===== config.mk =====
export PLATFORM = sky130hd
export DESIGN_NAME = pe_base_reloc_stream_parser
export DESIGN_NICKNAME = d
export VERILOG_FILES = /design/src/hdl/rbp_pkg.sv /design/src/hdl/pe_base_reloc_stream_parser.sv /design/src/hdl/rbp_parse.sv /design/src/hdl/rbp_rslt_fifo.sv
export SDC_FILE = /design/constraint.sdc
export NUM_CORES = 1
export LEC_CHECK = 0
export BUFFER_PORTS_ARGS = -buffer_cell sky130_fd_sc_hd__buf_2
export CORE_MARGIN = 10
export CORE_UTILIZATION = 40
export DETAILED_ROUTE_END_ITERATION = 8
export PLACE_DENSITY_LB_ADDON = 0.2
export SLEW_MARGIN = 30
export SYNTH_ARGS = -nofsm -noshare
export SYNTH_HDL_FRONTEND = slang
export SYNTH_SLANG_ARGS = --single-unit

===== constraint.sdc =====
create_clock -name clk_i -period 7.65 [get_ports clk_i]
set_clock_uncertainty 0.2 [all_clocks]
set_input_delay 0.765 -clock clk_i [delete_from_list [all_inputs] [get_ports clk_i]]
set_output_delay 0.765 -clock clk_i [all_outputs]
set_load 0.03 [all_outputs]

===== src/hdl/rbp_pkg.sv =====
package rbp_pkg;

  typedef enum logic [1:0] {
    KindEntry    = 2'd0,
    KindFinish   = 2'd1,
    KindOverflow = 2'd2
  } rbp_kind_e;

  localparam logic [1:0] RegDirBytes   = 2'd0;
  localparam logic [1:0] RegEntryLimit = 2'd1;

  localparam logic [3:0] TypeHighLow = 4'd3;
  localparam logic [3:0] TypeDir64   = 4'd10;

  localparam logic [31:0] HeaderBytes  = 32'd8;
  localparam logic [15:0] LimitDefault = 16'd4096;

  typedef struct packed {
    rbp_kind_e   kind;
    logic [31:0] target_rva;
    logic [3:0]  entry_type;
    logic [15:0] entry_count;
    logic        last;
  } rbp_result_t;

  typedef struct packed {
    logic [1:0]  num;
    rbp_result_t first;
    rbp_result_t second;
  } rbp_push_t;

endpackage


===== src/hdl/pe_base_reloc_stream_parser.sv =====
// Channel  Direction  Handshake                      Payload
// s_axis   in         s_axis_tvalid / s_axis_tready  tdata[7:0] data_byte
// m_axis   out        m_axis_tvalid / m_axis_tready  tdata rva, type, count; tuser kind; tlast
// cfg      in         cfg_valid_i / cfg_ready_o      cfg_index_i, cfg_data_i
//
// Bytes are parsed in the cycle they are accepted, one per cycle while the queue has room.
// Results pass through a four-word queue; a byte is accepted while room for two remains.
// A byte may produce up to two words, which then drain one per cycle while tready is high.
// Reset clears the parse state, sets the entry limit to 4096 and the directory length to 0.
// The configuration port is always ready.
module pe_base_reloc_stream_parser (
  input  logic        clk_i,
  input  logic        rst_ni,
  input  logic        s_axis_tvalid,
  output logic        s_axis_tready,
  input  logic [7:0]  s_axis_tdata,   // data_byte
  output logic        m_axis_tvalid,
  input  logic        m_axis_tready,
  output logic [55:0] m_axis_tdata,   // target_rva, entry_type, entry_count, zero fill
  output logic [1:0]  m_axis_tuser,   // kind
  output logic        m_axis_tlast,
  input  logic        cfg_valid_i,
  output logic        cfg_ready_o,
  input  logic [1:0]  cfg_index_i,
  input  logic [31:0] cfg_data_i
);
  import rbp_pkg::*;

  logic [31:0] dir_bytes_q;
  logic [15:0] entry_limit_q;
  logic        step;
  rbp_push_t   push;
  rbp_result_t rslt;

  assign cfg_ready_o = 1'b1;
  assign step        = s_axis_tvalid && s_axis_tready;

  always_ff @(posedge clk_i or negedge rst_ni) begin
    if (!rst_ni) begin
      dir_bytes_q   <= '0;
      entry_limit_q <= LimitDefault;
    end else if (cfg_valid_i) begin
      unique case (cfg_index_i)
        RegDirBytes:   dir_bytes_q   <= cfg_data_i;
        RegEntryLimit: entry_limit_q <= cfg_data_i[15:0];
        default: ;
      endcase
    end
  end

  rbp_parse u_parse (
    .clk_i         (clk_i),
    .rst_ni        (rst_ni),
    .step_i        (step),
    .byte_i        (s_axis_tdata),
    .dir_bytes_i   (dir_bytes_q),
    .entry_limit_i (entry_limit_q),
    .push_o        (push)
  );

  rbp_rslt_fifo u_fifo (
    .clk_i   (clk_i),
    .rst_ni  (rst_ni),
    .push_i  (push),
    .room_o  (s_axis_tready),
    .valid_o (m_axis_tvalid),
    .ready_i (m_axis_tready),
    .data_o  (rslt)
  );

  assign m_axis_tdata = {4'd0, rslt.entry_count, rslt.entry_type, rslt.target_rva};
  assign m_axis_tuser = rslt.kind;
  assign m_axis_tlast = rslt.last;

endmodule


===== src/hdl/rbp_parse.sv =====
module rbp_parse (
  input  logic               clk_i,
  input  logic               rst_ni,
  input  logic               step_i,
  input  logic [7:0]         byte_i,
  input  logic [31:0]        dir_bytes_i,
  input  logic [15:0]        entry_limit_i,
  output rbp_pkg::rbp_push_t push_o
);
  import rbp_pkg::*;

  logic [31:0] pos_q, pos_d, off_q, off_d, bs_q, bs_d;
  logic [31:0] page_q, page_d, len_q, len_d;
  logic [7:0]  hold_q, hold_d;
  logic [15:0] cnt_q, cnt_d;
  logic        stop_q, stop_d, ovf_q, ovf_d;

  logic        in_range, hdr_short, type_ok, entry_hit, overflow, finish;
  logic [31:0] len_new, rel, span, rva;
  logic [32:0] block_end;
  rbp_result_t res_entry, res_ovf, res_fin;

  always_comb begin
    in_range  = !ovf_q && (pos_q < dir_bytes_i);
    hdr_short = (off_q == '0) && (({1'b0, bs_q} + 33'd8) > {1'b0, dir_bytes_i});
    len_new   = {byte_i, len_q[23:0]};
    block_end = {1'b0, bs_q} + {1'b0, len_new};
    rel       = off_q - HeaderBytes;
    span      = {len_q[31:1] - 31'd4, 1'b0};
    type_ok   = (byte_i[7:4] == TypeHighLow) || (byte_i[7:4] == TypeDir64);
    rva       = page_q + {20'd0, byte_i[3:0], hold_q};

    pos_d     = pos_q;
    off_d     = off_q;
    bs_d      = bs_q;
    page_d    = page_q;
    len_d     = len_q;
    hold_d    = hold_q;
    cnt_d     = cnt_q;
    stop_d    = stop_q;
    ovf_d     = ovf_q;
    entry_hit = 1'b0;
    overflow  = 1'b0;
    finish    = 1'b0;

    if (step_i) begin
      if (pos_q != '1) begin
        pos_d = pos_q + 32'd1;
        off_d = off_q + 32'd1;
      end
      if (in_range && !stop_q) begin
        if (hdr_short) begin
          stop_d = 1'b1;
        end else begin
          if (off_q < 32'd4) begin
            unique case (off_q[1:0])
              2'd0: page_d = {24'd0, byte_i};
              2'd1: page_d[15:8] = byte_i;
              2'd2: page_d[23:16] = byte_i;
              default: page_d[31:24] = byte_i;
            endcase
          end else if (off_q < HeaderBytes) begin
            unique case (off_q[1:0])
              2'd0: len_d = {24'd0, byte_i};
              2'd1: len_d[15:8] = byte_i;
              2'd2: len_d[23:16] = byte_i;
              default: begin
                len_d = len_new;
                if (len_new < HeaderBytes || block_end > {1'b0, dir_bytes_i}) begin
                  stop_d = 1'b1;
                end
              end
            endcase
          end else if (rel < span) begin
            if (!off_q[0]) begin
              hold_d = byte_i;
            end else if (type_ok) begin
              if (cnt_q >= entry_limit_i) begin
                ovf_d    = 1'b1;
                overflow = 1'b1;
              end else begin
                cnt_d     = cnt_q + 16'd1;
                entry_hit = 1'b1;
              end
            end
          end
          if (!stop_d && !overflow && off_q >= 32'd7 && (off_q + 32'd1) == len_d) begin
            bs_d  = pos_q + 32'd1;
            off_d = '0;
          end
        end
      end
      finish = in_range && !overflow && (pos_q == dir_bytes_i - 32'd1);
    end

    res_entry = '{kind: KindEntry, target_rva: rva, entry_type: byte_i[7:4],
                  entry_count: cnt_d, last: 1'b0};
    res_ovf   = '{kind: KindOverflow, target_rva: '0, entry_type: '0,
                  entry_count: cnt_q, last: 1'b1};
    res_fin   = '{kind: KindFinish, target_rva: '0, entry_type: '0,
                  entry_count: cnt_d, last: 1'b1};

    push_o.second = res_fin;
    push_o.first  = overflow ? res_ovf : (entry_hit ? res_entry : res_fin);
    push_o.num    = {1'b0, entry_hit | overflow} + {1'b0, finish};
  end

  always_ff @(posedge clk_i or negedge rst_ni) begin
    if (!rst_ni) begin
      pos_q  <= '0;
      off_q  <= '0;
      bs_q   <= '0;
      page_q <= '0;
      len_q  <= '0;
      hold_q <= '0;
      cnt_q  <= '0;
      stop_q <= 1'b0;
      ovf_q  <= 1'b0;
    end else begin
      pos_q  <= pos_d;
      off_q  <= off_d;
      bs_q   <= bs_d;
      page_q <= page_d;
      len_q  <= len_d;
      hold_q <= hold_d;
      cnt_q  <= cnt_d;
      stop_q <= stop_d;
      ovf_q  <= ovf_d;
    end
  end

  a_ovf_sticky: assert property (@(posedge clk_i) disable iff (!rst_ni) ovf_q |=> ovf_q)
    else $error("overflow flag cleared");
  a_stop_sticky: assert property (@(posedge clk_i) disable iff (!rst_ni) stop_q |=> stop_q)
    else $error("stop flag cleared");
  a_ovf_silent: assert property (@(posedge clk_i) disable iff (!rst_ni)
    ovf_q |-> push_o.num == 2'd0)
    else $error("result after overflow");

endmodule


===== src/hdl/rbp_rslt_fifo.sv =====
module rbp_rslt_fifo (
  input  logic                 clk_i,
  input  logic                 rst_ni,
  input  rbp_pkg::rbp_push_t   push_i,
  output logic                 room_o,
  output logic                 valid_o,
  input  logic                 ready_i,
  output rbp_pkg::rbp_result_t data_o
);
  import rbp_pkg::*;

  rbp_result_t mem_q [4];
  logic [1:0]  wr_q, wr_d, rd_q, rd_d;
  logic [2:0]  cnt_q, cnt_d;
  logic        pop;

  assign valid_o = (cnt_q != 3'd0);
  assign room_o  = (cnt_q <= 3'd2);
  assign data_o  = mem_q[rd_q];
  assign pop     = valid_o && ready_i;

  always_comb begin
    wr_d  = wr_q + push_i.num;
    rd_d  = rd_q + {1'b0, pop};
    cnt_d = cnt_q + {1'b0, push_i.num} - {2'b0, pop};
  end

  always_ff @(posedge clk_i) begin
    if (push_i.num != 2'd0) begin
      mem_q[wr_q] <= push_i.first;
    end
    if (push_i.num == 2'd2) begin
      mem_q[wr_q + 2'd1] <= push_i.second;
    end
  end

  always_ff @(posedge clk_i or negedge rst_ni) begin
    if (!rst_ni) begin
      wr_q  <= '0;
      rd_q  <= '0;
      cnt_q <= '0;
    end else begin
      wr_q  <= wr_d;
      rd_q  <= rd_d;
      cnt_q <= cnt_d;
    end
  end

  a_cnt_bound: assert property (@(posedge clk_i) disable iff (!rst_ni) cnt_q <= 3'd4)
    else $error("result queue count out of range");
  a_no_overrun: assert property (@(posedge clk_i) disable iff (!rst_ni)
    push_i.num != 2'd0 |-> cnt_q <= 3'd2)
    else $error("push without room");
  a_push_num: assert property (@(posedge clk_i) disable iff (!rst_ni) push_i.num != 2'd3)
    else $error("more than two results pushed");

endmodule

* Word level (Yosys, flattened, before mapping)
Memory sizes are Yosys's and may differ from the RTL's. Index checks and enable logic that the tools add are counted.
Storage, ports and cells: flip-flop bits (word level) 241, RAM bits 220, output and inout port bits 62, word-level logic and storage cells 158, memories 1
Memory list:
- u_fifo.mem_q | words 4, bits a word 55, read ports 1, clocked after Yosys merged registers in 0, wr ports 2, RTL line rbp_rslt_fifo.sv:12 | rbp_result_t mem_q [4];
Cells by class: $add $sub $neg 15, $lt $le $gt $ge 10, equality and inequality tests 9, mux-type cells 62, bitwise gates (word level) 6, reduce and logical (&&, ||, !) cells 38
Operators by type and width (number):
- two-way mux 32 bit | 9
- two-way mux 16 bit | 9
- one-hot mux 8 bit (2 select lines) | 6
- greater-than comparator 33 x 32 -> 1 bit | 2
- adder 32 x 1 -> 32 bit, second input constant | 2
- equality test 32 bit | 2
- < comparator 32 bit | 2
- < comparator 32 x 4 -> 1 bit, second input constant | 2
- two-way mux 55 bit | 1
- two-way mux 54 bit | 1
- two-way mux 1 bit | 35
- adder 32 x 32 -> 33 bit | 1
- adder 32 x 4 -> 33 bit, second input constant | 1
- adder 32 x 12 -> 32 bit | 1
- greater-or-equal comparator 32 x 3 -> 1 bit, second input constant | 1
- zero test 32 bit | 1
- < comparator 32 x 3 -> 1 bit, second input constant | 1
- inequality test 32 bit, second input constant | 1
- subtractor 32 x 1 -> 32 bit, second input constant | 1
- subtractor 32 x 4 -> 32 bit, second input constant | 1
- subtractor 31 x 3 -> 31 bit, second input constant | 1
- AND reduction 5 bit | 4
- adder 16 x 1 -> 16 bit, second input constant | 1
- greater-or-equal comparator 16 bit | 1
- other kinds (27) | 53

* Logic depth before layout (Yosys ltp)
Gate-level depths: netlist of run 1.
word-level depth 21, mapped depth 28

* By module
Synthesis of run 1 repeated with hierarchy kept, for this count alone.
Second synthesis, totals: cell total of the unflattened synthesis 2816, area total of the unflattened synthesis 31318.8 um^2
By module, submodules not included:
- rbp_parse | instances 1, cells each 2130, area an instance 17973.5 um^2
- rbp_rslt_fifo | instances 1, cells each 576, area an instance 11473.5 um^2
- pe_base_reloc_stream_parser | instances 1, cells each 110, area an instance 1871.8 um^2

* Worst setup path after synthesis of run 1
Ideal clock, no wire load.
path type reg2reg, start reg u_parse.off_q[8], end mem u_fifo.mem_q[0][10] in the netlist's numbering (enable), library setup time 0.372 ns, arrival 6.115 ns, required time 7.078 ns, slack 0.963 ns, stages on the path, launching flop included 25, path buffers 3, cell sequence dfrtp_1 > clkbuf_1 > nor4_1 > nand3_1 > or2_2 > or3_1 > or2_2 > nor4_1 > nand2b_1 > xnor2_1 > ha_1 > a21oi_1 > nor2_1 > a211oi_1 > o211ai_1 > nor4_1 > nor4b_1 > and2_1 > clkbuf_1 > inv_1 > ha_1 > or3_1 > and2_1 > clkbuf_1 > inv_1
RTL lines:
- from (decl) | RTL line rbp_parse.sv:12 | logic [31:0] pos_q, pos_d, off_q, off_d, bs_q, bs_d;
- from (signal assigned) | RTL line rbp_parse.sv:111 | off_q <= '0;
- from (signal assigned) | RTL line rbp_parse.sv:121 | off_q <= off_d;
- to (decl) | RTL line rbp_rslt_fifo.sv:12

==> results of run 1 <==
-- worst max path at each step --
stage,from,depth (start not counted),to,slack (ps)
finish,u_parse.len_q[3],24,u_fifo.mem_q[0][10],570
global placement,u_parse.len_q[3],24,u_fifo.mem_q[2][29],630
detailed placement,u_parse.len_q[3],24,u_fifo.mem_q[1][42],450
global route,u_parse.len_q[3],25,u_fifo.mem_q[0][43],160
floorplan,u_parse.off_q[8],24,u_fifo.mem_q[0][10],960
CTS,u_parse.len_q[3],24,u_fifo.mem_q[1][41],420
-- Yosys cell counts, types with 15 or more instances --
| master | n |
|---|---|
| a211oi_1 | 16 |
| a21o_1 | 29 |
| a21oi_1 | 131 |
| a22o_1 | 93 |
| and2_1 | 26 |
| and3_1 | 43 |
| clkbuf_1 | 125 |
| dfrtp_1 | 240 |
| dfxtp_1 | 156 |
| edfxtp_1 | 64 |
| ha_1 | 205 |
| inv_1 | 122 |
| mux2_2 | 43 |
| mux4_2 | 55 |
| nand2_1 | 301 |
| nand2b_1 | 18 |
| nand3_1 | 89 |
| nand4_1 | 62 |
| nor2_1 | 251 |
| nor2b_1 | 18 |
| nor3_1 | 55 |
| nor4_1 | 44 |
| o21a_1 | 16 |
| o21ai_0 | 191 |
| or2_2 | 15 |
| or3_1 | 22 |
| xnor2_1 | 218 |
| xor2_1 | 113 |
-- logic make-up after synthesis --
logic type      count (synthesis)
simple gates                  996
compound gates                568
flops                         461
xor+xnor                      331
buf+inv                       275
fa+ha+maj                     208
mux                           111
other cells                     2
-- metal layers --
layer	routed length, µm	part of all wire	track usage
met1	38300	0.46	0.275
met3	4310	0.052	0.0260
met2	38800	0.47	0.329
met4	1660	0.020	0.0495
met5	7	0.000084	0
-- through the flow --
stage / setup slack [ps] / instances / area [µm²] / hold WS, ps / total power, µW
2_1_floorplan: 963 / 2955 / 28000 / 218 / 3850
3_3_place_gp: 628 / 3880 / 29500 / 228 / 4320
3_5_place_dp: 451 / 3880 / 29500 / 238 / 4350
4_1_cts: 416 / 3980 / 31300 / 24.5 / 7050
5_1_grt: 159 / 3980 / 31400 / 70.4 / 7320
6_report: 568 / 3980 / 31400 / 5.65 / 6980
-- placed cells by master, fill, tap and decap left out, types with 93 or more instances in the layout --
| master | netlist | routed |
|---|---|---|
| xnor2_1 | 218 | 218 |
| ha_1 | 205 | 205 |
| buf_2 | 12 | 102 |
| inv_1 | 122 | 122 |
| o21ai_0 | 191 | 191 |
| nand2_1 | 301 | 296 |
| a21oi_1 | 131 | 130 |
| a22o_1 | 93 | 93 |
| dfxtp_1 | 156 | 156 |
| xor2_1 | 113 | 113 |
| dfrtp_1 | 240 | 238 |
| nor2_1 | 251 | 250 |
-- registers in the layout, summed over array words and instances (netlist names) --
register        count
u_fifo.mem_q      220
dir_bytes_q        32
u_parse.bs_q       32
u_parse.len_q      32
u_parse.off_q      32
u_parse.page_q     32
u_parse.pos_q      32
entry_limit_q      16
u_parse.cnt_q      16
u_parse.hold_q      8
u_fifo.cnt_q        3
u_fifo.rd_q         2
u_fifo.wr_q         2
u_parse.ovf_q       1
u_parse.stop_q      1
-- final cells by class --
type / count / area [µm²] / share of cell area
Sequential cell: 461 / 11100 / 0.353
Timing Repair Buffer: 147 / 906 / 0.0289
Multi-Input combinational cell: 2219 / 15900 / 0.507
Inverter: 122 / 458 / 0.0146
Clock buffer: 80 / 1570 / 0.0500
Tap cell: 931 / 1160 / 0.0371
Clock inverter: 20 / 287 / 0.00913
-- power groups by stage --
| stage | clock network (µW) | logic, µW | registers, µW |
|---|---|---|---|
| after global placement | 0 | 1440 | 2880 |
| after floorplan | 0 | 1100 | 2740 |
| after global routing | 2840 | 1620 | 2860 |
| final | 2670 | 1480 | 2830 |
| after detailed placement | 0 | 1470 | 2880 |
| after CTS | 2740 | 1480 | 2830 |
-- worst reg2reg max path: stages (launching register included) --
cell and delay, ps:
dfrtp_1 450, inv_1 90, ha_1 190, nand2_1 90, or2_2 290, nor2_1 170, nand4b_1 300, or2_2 430
or3_1 410, nor4_1 330, xnor2_1 110, ha_1 320, nand4_1 200, nor4_2 460, o2111ai_1 160, a31oi_1 180
nor4_1 130, nor4b_2 280, a311oi_1 340, o211ai_1 150, ha_1 300, or3_1 410, and2_2 350, inv_1 170
buf_4 270
-- what timing repair did --
item | 4_1_cts | 5_1_grt
gates resized for setup | 0 | 8
hold buffers | 0 | 0
setup endpoints to repair | 0 | 132
==> impl_results.md, run 1 <==
- DRC: 0
- Status: finished clean
- Max Clk Rate: 0.141 GHz
- Initial antenna violation count: 1
- Critical Setup Path Class: register to register
- Final hold violations: 0
- Post-Route WL: 83.1 mm
- Fill count: 6,662
- Global Route Usage Sum: 0.200
- Share of cells above drive strength 1: 0.123
- Clock-pin slew on the worst setup and hold paths: 60 ps
- Post-synth EDFFs: 64
- Mapped Area: 27,900 µm²
- Clk_lat worst skew: 630 ps
- Port bufs: 103
- Starting density of the core: 0.405
- H-tree depth: 2
- Clock Tree Buf Depth: 3
- XOR/XNOR Fraction of Synth Area: 0.104
- CP Buf/Inv Count: 3
- Reg2reg end: u_fifo.mem_q[0][10]
- Worst EP arrival: 7190 ps
- Vias: 22,400
- Max Cap Viol: 0
- TritonCTS clock tree: yes
- Syn. warnings: 0
- Die width: 284 µm
- Slowest CP cell: dfrtp_1
- Sequential power share: 0.406
- Post-CTS Setup Inserts: 0
- RSZ-0062 raised after global routing: no
- Sw frac: 0.315
- Final period util: 0.926
- Crit end category: register
- Ys async rst share: 0.523
- Synth cell types: 81
- Largest family of logic cells by synthesized area: simple AND/OR/NAND/NOR gates
- Ports: 109
- GR Overflow Total: 0
- First-pass GRT wire length: 130 mm
- R2r startpoint: u_parse.len_q[3]
- Final setup TNS: 0 ps
- Post-synth top flop: dfrtp_1
- ANT nets after route: 0
- Reg2reg path depth: 24
- Pin count of the biggest net entering global routing: 140
- Synth Area per Inst: 9.47 µm²
- Power Internal: 4780 µW
- Worst slew margin: 0.321
- Die area: 80,800 µm²
- Leakage: 0.0135 µW
- Post-synthesis compound-gate area fraction: 0.130
- Clk pwr share: 0.383
- Mapped Cells: 2,952
- # clock sinks: 461
- GPL Wtd Cong: 0.920
- Clk root buf: clkbuf_16
- Number of global-route vias before repair: 22,400
- CP max FO: 18
- Synth Register Bits: 461
- Crit start category: register
- Mux cell area share after synthesis: 0.0663
- Worst Path Required: 7760 ps
- Peak supply drop: 0.215 mV
- Final nets: 3,259
- Synth Area in Adders: 0.0939
- Die Span Y: 284 µm
- Sequential area share after synthesis: 0.396
- Via density: 5.62
- R2R setup slack: 570 ps
- Final min period: 7080 ps
- Core area: 68,900 µm²
- PD cells: 223 nW/µm²
- Critical path's most frequent cell: ha_1
- Avg WL per Cell: 20.9 µm
- Final Slew Violations: 0
- Antenna cell count: 0
- 1st-iter DRT viols: 1,606
- CP top delay family: simple AND/OR/NAND/NOR gates
- Comb pwr share: 0.211
- Final HPWL DP: 60.2 mm
- Simple-Gate Fraction of Synth Area: 0.171
- Top area cells in the synthesized netlist: dfrtp_1 (21%), dfxtp_1 (11%), ha_1 (9.2%)
- Crit path cell chain: inv_1 > ha_1 > nand2_1 > or2_2 > nor2_1 > nand4b_1 > or2_2 > or3_1 > nor4_1 > xnor2_1 > ha_1 > nand4_1 > nor4_2 > o2111ai_1 > a31oi_1 > nor4_1 > nor4b_2 > a311oi_1 > o211ai_1 > ha_1 > or3_1 > and2_2 > inv_1 > buf_4
- Area grow syn2layout: 12.3%
- Worst Tran Pin Value: 1010 ps
- Psw: 2200 µW
- TritonCTS Buffers: 53
- Yosys top cell area share: 0.215
- Fin util: 0.455
- Worst hold path type: input pin to async pin
- Cell taking the most area after synthesis: dfrtp_1
- Crit-path max cell delay: 450 ps
- Setup violators final: 0
- Core Rows: 96
- Drt pass-1 iters: 7
(Power assumes the default switching activity.)
==> run 2: changes to the inputs <==
Settings changed: BUFFER_PORTS_ARGS -buffer_cell sky130_fd_sc_hd__buf_2 to unset, DONT_BUFFER_PORTS set to 1.
Clock period 7.65 ns to 7.5 ns, I/O delays scaled along.
==> run 2 against run 1 <==
Sequential share of layout area rose by 0.51 points. Worst hold slack improved by 45 ps. Wire length fell by 1.5%. Critical path depth rose by 2. Setup slack got worse by 220 ps. Core utilization fell by 0.64 points. Global-route usage fell by 0.30 points. Maximum frequency fell by 0.97%. Critical path type unchanged.
==> impl_results.md, run 2 (synthesis gave the netlist of run 1 again) <==
- Worst EP arrival: 7470 ps
- Max Cap Viol: 0
- Via density: 5.67
- Final Slew Violations: 0
- Number of global-route vias before repair: 21,800
- Final nets: 3,159
- DRC: 0
- TritonCTS clock tree: yes
- Clock-pin slew on the worst setup and hold paths: 60 ps
- Worst hold path type: input pin to register
- H-tree depth: 2
- Slowest CP cell: dfrtp_1
- Starting density of the core: 0.405
- Largest register FFs: 220
- Register name with the most flops: u_fifo.mem_q
- Worst Path Required: 7810 ps
- Max Clk Rate: 0.140 GHz
- Dpl cells: 3,777
- Setup crit start: u_parse.len_q[3]
- CP max FO: 36
- Peak supply drop: 0.228 mV
- WHS Path Cells: 2
- # clock sinks: 461
- Most common cell after layout, fill and taps aside: nand2_1
- Final HPWL DP: 59.0 mm
- Final period util: 0.954
- First-pass GRT wire length: 128 mm
- Share of cells above drive strength 1: 0.0910
- Post-Route WL: 81.9 mm
- Final min period: 7150 ps
- Critical Setup Path Class: register to register
- Vias: 22,000
- PD cells: 230 nW/µm²
- Crit-path max cell delay: 460 ps
- Initial antenna violation count: 1
- Global Route Usage Sum: 0.197
- Crit end category: register
- Worst Tran Pin Value: 1060 ps
- Ports: 109
- Worst slew margin: 0.288
- Core Rows: 96
- TritonCTS Buffers: 52
- GPL Wtd Cong: 0.917
- Drt pass-1 iters: 5
- GR Overflow Total: 0
- Setup ws final: 349 ps
- R2R setup slack: 350 ps
- Setup violators final: 0
- RSZ-0062 raised after global routing: no
- Pin count of the biggest net entering global routing: 242
- Die width: 284 µm
- Status: finished clean
- Hold endpoint: dir_bytes_q[3]
- Critical path's most frequent cell: ha_1
- 1st-iter DRT viols: 1,566
- Final setup TNS: 0 ps
- Clock Tree Buf Depth: 3
- Hold Crit Start: cfg_data_i[3]
- Hold WS: 50.5 ps
- Pre-CTS WS: 114 ps
- Reg2reg end: u_fifo.mem_q[1][32]
- Die area: 80,800 µm²
- Final hold violations: 0
- Die Span Y: 284 µm
- Reg2reg path depth: 26
- Crit start category: register
- Avg WL per Cell: 21.1 µm
- Clk root buf: clkbuf_16
- Layout Cells excl Fill: 3,879
- Core area: 68,900 µm²
- Highest-count cells in the layout ignoring fill and taps: nand2_1 (300), nor2_1 (250), dfrtp_1 (238), xnor2_1 (218), ha_1 (205)
- Leakage: 0.0131 µW
- Fin util: 0.449
- R2r startpoint: u_parse.len_q[3]
- Clk_lat worst skew: 630 ps
- Area grow syn2layout: 10.7%
- ANT nets after route: 0
- Port bufs: 0
==> run 2: changes by cell type in the layout (fill, tap and decap cells not counted), sizes merged <==
cell         change
clkbuf           -5
clkinvlp         +1
inv              -1
dlygate4sd3      +1
buf            -100
bufinv           +1
diode            +2
==> run 2: per-stage QoR <==
step | area, µm² | total power [µW]
2_1_floorplan | 28000 | 3920
3_3_place_gp | 28900 | 4330
3_5_place_dp | 29000 | 4370
4_1_cts | 30800 | 7170
5_1_grt | 30900 | 7450
6_report | 30900 | 7110
==> run 2: power by group <==
| group | internal [µW] | switching, µW | total [µW] |
|---|---|---|---|
| clock network | 1640 | 1100 | 2740 |
| logic | 579 | 916 | 1490 |
| registers | 2660 | 210 | 2870 |
==> run 2: worst max path at each step <==
stage	depth (start not counted)	slack, ps	end
after floorplan	24	810	u_fifo.mem_q[0][10]
after global placement	26	490	u_fifo.mem_q[3][11]
after detailed placement	26	110	u_fifo.mem_q[3][27]
after CTS	26	90	u_fifo.mem_q[1][37]
after global routing	26	50	u_fifo.mem_q[1][37]
final	26	350	u_fifo.mem_q[1][32]
==> run 2: layout make-up <==
class                   count  area (µm²)
diodes                      2        5.00
clock buffers              75        1540
clock inverters            21         323
fillers                  6632       38000
inverters                 122         458
multi-input cells        2219       15900
flip-flops and latches    461       11100
well taps                 931        1160
repair buffers             48         465
==> run 2: timing repair <==
action | 4_1_cts | 5_1_grt
hold buffers | 1 | 1
resized for setup | 0 | 4
buffers inserted | 0 | 0
hold endpoints to repair | 241 | 96
setup endpoints to repair | 0 | 285
==> run 2: metal layers <==
metal	track usage	wire, µm	up-vias
met1	0.264	37800	10900
met2	0.325	37800	571
met5	0	0	-
met4	0.0527	1880	0
li1	-	-	10400
met3	0.0322	4390	115
==> run 2: worst max-delay path, delay by kind of cell (launching register included) <==
family          cells  cell delay [ps]
compound gates      6             1450
xor+xnor            1              110
fa+ha+maj           3              780
buf+inv             3              550
flops               1              460
simple gates       13             3490
